<file path="config.mk">
export PLATFORM = sky130hd
export DESIGN_NAME = qbv_sqrt
export DESIGN_NICKNAME = d
export VERILOG_FILES = /design/src/rtl/qbv_pkg.sv /design/src/rtl/qbv_sqrt.sv
export SDC_FILE = /design/constraint.sdc
export NUM_CORES = 2
export LEC_CHECK = 0
export BUFFER_PORTS_ARGS = -buffer_cell sky130_fd_sc_hd__buf_2
export CAP_MARGIN = 20
export CORE_AREA = 2 2 484 438
export DETAILED_ROUTE_END_ITERATION = 8
export DIE_AREA = 0 0 486 440
export GPL_ROUTABILITY_DRIVEN = 1
export PLACE_DENSITY = 0.8
export SETUP_SLACK_MARGIN = 0.4
export SKIP_CTS_REPAIR_TIMING = 1
export SYNTH_ARGS = -nofsm -noshare
export SYNTH_HDL_FRONTEND = slang
export SYNTH_SLANG_ARGS = --single-unit
export TNS_END_PERCENT = 50
</file>
<file path="constraint.sdc">
create_clock -name i_clk -period 4.1 [get_ports i_clk]
set_clock_uncertainty 0.15 [all_clocks]
set_input_delay 0.205 -clock i_clk [delete_from_list [all_inputs] [get_ports i_clk]]
set_output_delay 0.205 -clock i_clk [all_outputs]
set_load 0.02 [all_outputs]
</file>
<file path="src/rtl/qbv_pkg.sv">
// Shared types, constants and rounding helpers for the shortest-arc quaternion block.
// Used by every module under rtl; depends on nothing else.
package qbv_pkg;

    // port field widths
    localparam int COMP_W = 16;
    localparam int FRAC_W = 14;
    localparam int QUAT_W = FRAC_W + 2;

    // internal fixed point: unit vectors, cosine and axis are Q30
    localparam int QB     = 30;
    localparam int VEC_W  = 32;
    localparam int PROD_W = 64;

    // pipelined square root: 64-bit radicand, one root bit per stage
    localparam int SQ_RAD_W  = 64;
    localparam int SQ_ROOT_W = SQ_RAD_W / 2;
    localparam int SQ_STAGES = SQ_ROOT_W;

    // pipelined divider: (magnitude << QB) + root/2 over the root
    localparam int DVD_W = QB + VEC_W;
    localparam int DSR_W = SQ_ROOT_W;
    localparam int QUO_W = QB + 1;

    // normalizer: magnitude/square, sum, root, dividend, divide, sign
    localparam int NORM_LAT = 4 + SQ_STAGES + QUO_W;
    localparam int HALF_LAT = NORM_LAT - SQ_STAGES;

    localparam logic signed [VEC_W-1:0] ONE_Q     = VEC_W'(64'd1 << QB);
    localparam logic signed [VEC_W-1:0] NEG_ONE_Q = -ONE_Q;
    // cos below -0.999 takes the fallback axis
    localparam logic signed [VEC_W-1:0] OPP_LIMIT = NEG_ONE_Q + 32'sd1073742;
    // 0.01 in Q30: axis too short for the z-hat cross
    localparam logic signed [33:0] SMALL_AXIS = 34'sd10737418;
    localparam logic signed [QUAT_W-1:0] OUT_ONE = QUAT_W'(1) << FRAC_W;

    typedef logic signed [VEC_W-1:0] t_vcomp;
    typedef t_vcomp [2:0] t_vec3;

    typedef struct packed {
        logic signed [COMP_W-1:0] first_x;
        logic signed [COMP_W-1:0] first_y;
        logic signed [COMP_W-1:0] first_z;
        logic signed [COMP_W-1:0] second_x;
        logic signed [COMP_W-1:0] second_y;
        logic signed [COMP_W-1:0] second_z;
    } t_in;

    typedef struct packed {
        logic signed [QUAT_W-1:0] quat_w;
        logic signed [QUAT_W-1:0] quat_x;
        logic signed [QUAT_W-1:0] quat_y;
        logic signed [QUAT_W-1:0] quat_z;
        logic                     opposite_case;
        logic                     degenerate;
    } t_out;

    // Q60 -> Q30, round half away from zero
    function automatic logic signed [33:0] rnd_q30(input logic signed [PROD_W-1:0] v);
        logic [PROD_W-1:0] m;
        logic [PROD_W-1:0] r;
        m = v[PROD_W-1] ? (~v + PROD_W'(1)) : v;
        r = (m + (PROD_W'(1) << (QB - 1))) >> QB;
        return v[PROD_W-1] ? -$signed(34'(r)) : $signed(34'(r));
    endfunction

    // Q30 -> output format, round half away from zero, saturate at +/-1
    function automatic logic signed [QUAT_W-1:0] to_out(input logic signed [VEC_W-1:0] q);
        logic [VEC_W-1:0] m;
        logic [VEC_W-1:0] r;
        logic [VEC_W-1:0] lim;
        m   = q[VEC_W-1] ? (~q + VEC_W'(1)) : q;
        r   = (m + (VEC_W'(1) << (QB - FRAC_W - 1))) >> (QB - FRAC_W);
        lim = VEC_W'(1) << FRAC_W;
        if (r > lim) begin
            r = lim;
        end
        return q[VEC_W-1] ? -$signed(QUAT_W'(r)) : $signed(QUAT_W'(r));
    endfunction

endpackage

</file>
<file path="src/rtl/qbv_sqrt.sv">
// Pipelined integer square root, one root bit per stage, floor root plus remainder.
// Depends on qbv_pkg for widths.
module qbv_sqrt (
    input  logic                           i_clk,
    input  logic                           i_en,
    input  logic [qbv_pkg::SQ_RAD_W-1:0]   i_rad,
    output logic [qbv_pkg::SQ_ROOT_W-1:0]  o_root,
    output logic [qbv_pkg::SQ_RAD_W-1:0]   o_rem
);
    localparam int TW = qbv_pkg::SQ_RAD_W + 2;

    logic [qbv_pkg::SQ_RAD_W-1:0]  r_rem  [qbv_pkg::SQ_STAGES];
    logic [qbv_pkg::SQ_ROOT_W-1:0] r_root [qbv_pkg::SQ_STAGES];
    logic [qbv_pkg::SQ_RAD_W-1:0]  n_rem  [qbv_pkg::SQ_STAGES];
    logic [qbv_pkg::SQ_ROOT_W-1:0] n_root [qbv_pkg::SQ_STAGES];

    for (genvar g = 0; g < qbv_pkg::SQ_STAGES; g++) begin : g_stage
        localparam int K = qbv_pkg::SQ_STAGES - 1 - g;
        logic [qbv_pkg::SQ_RAD_W-1:0]  w_rem_in;
        logic [qbv_pkg::SQ_ROOT_W-1:0] w_root_in;
        logic [TW-1:0]                 w_trial;
        logic                          w_fit;

        if (g == 0) begin : g_head
            assign w_rem_in  = i_rad;
            assign w_root_in = '0;
        end else begin : g_body
            assign w_rem_in  = r_rem[g-1];
            assign w_root_in = r_root[g-1];
        end

        // (r + 2^K)^2 - r^2, root holds only bits above K
        assign w_trial   = (TW'(w_root_in) << (K + 1)) + (TW'(1) << (2 * K));
        assign w_fit     = TW'(w_rem_in) >= w_trial;
        assign n_rem[g]  = w_fit ? qbv_pkg::SQ_RAD_W'(TW'(w_rem_in) - w_trial) : w_rem_in;
        assign n_root[g] = w_fit ? (w_root_in | (qbv_pkg::SQ_ROOT_W'(1) << K)) : w_root_in;
    end

    always_ff @(posedge i_clk) begin
        if (i_en) begin
            for (int s = 0; s < qbv_pkg::SQ_STAGES; s++) begin
                r_rem[s]  <= n_rem[s];
                r_root[s] <= n_root[s];
            end
        end
    end

    assign o_root = r_root[qbv_pkg::SQ_STAGES-1];
    assign o_rem  = r_rem[qbv_pkg::SQ_STAGES-1];

endmodule

</file>
; Yosys cells after proc, flatten, opt, wreduce, memory -nomap -nowiden
; Memory sizes are Yosys's and may differ from the RTL's.
; Cells that the tools add are included.
[word_totals]
register_bits = 0
mem_bits_rw = 3072
inputBits = 66
wordCells = 163
memories = 2
[op_classes]
addsub = 63
magnitude_cmp = 32
n_mux = 66
[memory_table]
columns = memory, words, width, read_ports, rd_ports_with_merged_regs, wr, line_no
row1 = r_rem, 32, 64, 32, 0, 32, qbv_sqrt.sv:12  ; logic [qbv_pkg::SQ_RAD_W-1:0] r_rem [qbv_pkg::SQ_STAGES];
row2 = r_root, 32, 32, 32, 0, 32, qbv_sqrt.sv:13  ; logic [qbv_pkg::SQ_ROOT_W-1:0] r_root [qbv_pkg::SQ_STAGES];
[op_table]
columns = cell, n
row1 = $mux 64, 32
row2 = $add 63x61->64 const B, 1
row3 = $ge 64x34->1, 1
row4 = $ge 64x35->1, 1
row5 = $ge 64x36->1, 1
row6 = $ge 64x37->1, 1
row7 = $ge 64x38->1, 1
row8 = $ge 64x39->1, 1
row9 = $ge 64x40->1, 1
row10 = $ge 64x41->1, 1
row11 = $ge 64x42->1, 1
row12 = $ge 64x43->1, 1
row13 = $ge 64x44->1, 1
row14 = $ge 64x45->1, 1
row15 = $ge 64x46->1, 1
row16 = $ge 64x47->1, 1
row17 = $ge 64x48->1, 1
row18 = $ge 64x49->1, 1
row19 = $ge 64x50->1, 1
row20 = $ge 64x51->1, 1
row21 = $ge 64x52->1, 1
row22 = $ge 64x53->1, 1
row23 = $ge 64x54->1, 1
row24 = $ge 64x55->1, 1
row25 = other kinds (104), 106

; Logic depth before layout (Yosys ltp)
; An unclocked memory read counts as a cell.
[depth]
ltp_word = 4
mapped_depth = 15
depth_no_buf = 12

; Worst setup path after synthesis
; No wires, ideal clock.
[synth_timing]
path_type = flip-flop to flip-flop
startpoint = mem r_rem[1][910] in the netlist's numbering
endpoint = mem r_rem[1][1017] in the netlist's numbering, data pin
setup_ps = 258
arrival_ps = 3352
path_slack_ps = 341
stages_incl_launch_ff = 13
path_buffers = 2
synth_period_minus_slack_ps = 3759
cell_sequence = edfxtp_1 > ha_1 > clkbuf_1 > a21o_1 > a21o_1 > a2111oi_0 > o31ai_1 > a22oi_1 > o311ai_0 > a21oi_1 > clkbuf_1 > nand4_1 > xnor2_1
[synth_rtl]
columns = element, line_no
row1 = from (decl), qbv_sqrt.sv:12

==> flow_metrics.py <==
metrics = {
    "synth": {
        "synthAdderAreaFrac_pct": 5.61,
        "syn_avg_cell_area_um2": 12.5,
        "syn_inst": 10000,
        "synthArstFlopShare_pct": 0,
        "synth-xor-area-share_pct": 6.58,
        "synth-seq-cells": 2576,
        "muxShareOfSynthArea_pct": 0.987,
        "synth.area.top_cells": "edfxtp_1 62%, ha_1 5.6%, xnor2_1 3.8%, xor2_1 2.8%, a21oi_1 2.7%",
        "yosys.area_share.simple_pct": 12.4,
        "synth_edf_count": 2576,
        "synth_top_area_share_pct": 62.0,
        "synth_compound_area_share_pct": 9.68,
        "synth_warnings": 0,
        "syn-cell-area_um2": 125000,
        "synth_fp_nets": 10600,
        "synthFlopType": "edfxtp_1",
        "synth_top_area_cell": "edfxtp_1",
        "yosysUniqueCellTypes": 99,
        "seq_area_frac_synth_pct": 62.0,
        "synth_top_family_by_area": "simple AND/OR/NAND/NOR gates",
    },
    "clocking": {
        "numCtsBuffers": 279,
        "clock_sinks": 2576,
        "worstSkewPairLatency_ns": 0.95,
        "clkTransAtPathRegs_ns": 0.08,
        "cts_buffer_depth": 4,
        "cts_tree": "done",
        "cts-htree-levels": 5,
        "root_buffer": "clkbuf_16",
    },
    "setup_path": {
        "path_max_fanout": 5,
        "arrival_ns": 4.68,
        "critPathTopFamily": "simple AND/OR/NAND/NOR gates",
        "cp_data_required_time_ns": 4.58,
        "crit_slowest_cell": "nand4b_1",
        "slowest_delay_ns": 0.61,
        "critPathCaptureType": "flip-flop",
        "cp-start-kind": "flip-flop",
        "crit_chain": "ha_4 > or4b_4 > or3_4 > nand4b_1 > nand4b_1 > buf_4 > nor4_4 > o21ai_4 > o211ai_1 > buf_4 > nor4_2 > xor2_1",
        "crit_type": "flip-flop to flip-flop",
        "path_buf_inv": 2,
    },
    "timing": {
        "setup_viol": 17,
        "finalCritPeriodShare_pct": 103,
        "fin_ws_ns": -0.108,
        "fmax_mhz": 238,
        "min_period_ns": 4.21,
        "timing.hold.ws_ns": 0.0676,
        "maxSlewViolCount": 0,
        "rsz0062_at_grt": "true",
        "relSlewSlack_pct": 12.8,
        "hold_violations": 0,
        "worstMarginPinSlew_ns": 1.30,
    },
    "floorplanning": {
        "design.die.area_um2": 214000,
        "coreArea_um2": 210000,
        "die_y_um": 440,
        "num_rows": 160,
        "initial_utilization_pct": 59.6,
        "die_x_um": 486,
        "io_pins": 162,
    },
    "routing": {
        "drc": 0,
        "drt_pass1_iterations": 6,
        "drt_iter0_markers": 10200,
        "via_per_inst": 6.30,
        "ant_nets": 0,
        "drt-total-wl_um": 334000,
        "wl_per_cell_um": 24.4,
        "vias": 86200,
    },
    "cells_and_area": {
        "layout-drive-gt1-share_pct": 12.5,
        "area_delta_synth_final_pct": 14.9,
        "fin_nets": 11400,
    },
    "global_routing": {
        "grt_pass1_wl_um": 484000,
        "gr-usage-all-layers_pct": 29.3,
        "overflow": 0,
        "grt_pass1_vias": 81400,
        "antenna_found_initial": 10,
        "grt_max_degree": 194,
    },
    "power": {
        "leakage_nw": 54.4,
        "powerDensity_nw_per_um2": 563,
        "peakVddDrop_uv": 469,
    },
    "placed_design": {
        "port_buffers": 161,
        "dpl_worst_slack_ns": -0.593,
        "place_hpwl_um": 232000,
        "gp_congestion": 0.939,
    },
    "job": {
        "maxCapViolations": 0,
    },
    "min_path": {
        "worstHoldPathType": "input port to flip-flop",
    },
    "status": {
        "violations": "negative setup slack",
        "status": "complete, but fails checks",
    },
}
## cell type report
class	count	area, um2
Antenna cell	2	5.00
Clock inverter	137	1230
Inverter	703	2650
Multi-Input combinational cell	6516	45800
Timing Repair Buffer	654	5530
Fill cell	14100	66100
Timing Repair inverter	1	5.00
Tap cell	2754	3450
Sequential cell	2576	77400
Clock buffer	338	7390
## through the flow
stage	instances	power [W]	instance area [um2]	TNS (ns)	util (%)
floorplan	10000	0.0483	125000	0	-
global placement	13000	0.0546	131000	-13.35	62.4
detailed placement	13000	0.0549	131000	-16.45	62.4
CTS	13500	0.0793	139000	-18.49	66.5
global route	13700	0.0839	143000	-3.53	68.4
finish	13700	0.0807	143000	-0.736	68.4
## sequential cells by signal, indices dropped and copies added (netlist names)
register and cells:
r_rem 2048, r_root 528
## cells by family (layout without fill, tap and decap cells)
| group | Yosys count | after routing |
|---|---|---|
| buf+inv | 927 | 1833 |
| other cells | 0 | 2 |
| mux | 110 | 110 |
| fa+ha+maj | 560 | 560 |
| flops | 2576 | 2576 |
| compound gates | 1930 | 1930 |
| xor+xnor | 937 | 937 |
| simple gates | 2979 | 2979 |
## cell usage after synthesis, types with 33 or more instances
library cell	instances
clkbuf_1	196
or3_1	121
nand2b_1	110
nand4b_1	37
and3_1	58
o31ai_1	42
nand3b_1	33
xnor2_1	535
ha_1	560
nand3_1	177
a211oi_1	59
xor2_1	401
nand2_1	565
nor3_1	266
nor2_1	735
o21ai_0	390
o21bai_1	64
a21oi_1	675
a31oi_1	51
edfxtp_1	2576
nor4b_1	55
nor4_1	340
inv_1	697
o21a_1	97
or4_1	73
or2_2	46
nand4_1	183
mux2_2	105
o211ai_1	44
a21o_1	258
nor2b_1	77
## final timing paths
| path | startpoint | endpoint | slack (ns) | cells after the start |
|---|---|---|---|---|
| max | r_rem[1][676] | r_rem[1][753] | -0.11 | 12 |
| min | i_rad[62] | r_rem[0][62] | 0.07 | 4 |
| max reg2reg | r_rem[1][676] | r_rem[1][753] | -0.11 | 12 |
| min reg2reg | r_root[1][330] | r_root[1][362] | 0.25 | 0 |
## placed cells by master (no fill, tap or decap), types with 306 or more instances in the layout
cell | Yosys | final
a21oi_1 | 675 | 649
ha_1 | 560 | 530
nor4_1 | 340 | 306
inv_1 | 697 | 694
nor2_1 | 735 | 724
xnor2_1 | 535 | 529
xor2_1 | 401 | 400
edfxtp_1 | 2576 | 2576
o21ai_0 | 390 | 371
nand2_1 | 565 | 560
## tightest hold or removal path, cell delays in order
cell and delay, ns:
dlygate4sd3_1 0.52, buf_2 0.11, inv_1 0.06, xnor2_1 0.16
## layer usage
| metal | GRT usage, % | wire length [um] |
|---|---|---|
| met1 | 41.0 | 136000 |
| met3 | 4.76 | 28100 |
| met2 | 47.1 | 156000 |
| met5 | 0 | 29 |
| met4 | 9.95 | 13500 |
## report_power, final
group | leakage (nW) | total [W] | internal [W] | switching, W
clock network | 4.20 | 0.0245 | 0.0141 | 0.0104
registers | 24.8 | 0.0367 | 0.0336 | 0.00309
logic | 25.4 | 0.0195 | 0.00806 | 0.0114
total | 54.4 | 0.0807 | 0.0558 | 0.0249
(Power assumes the default switching activity.)
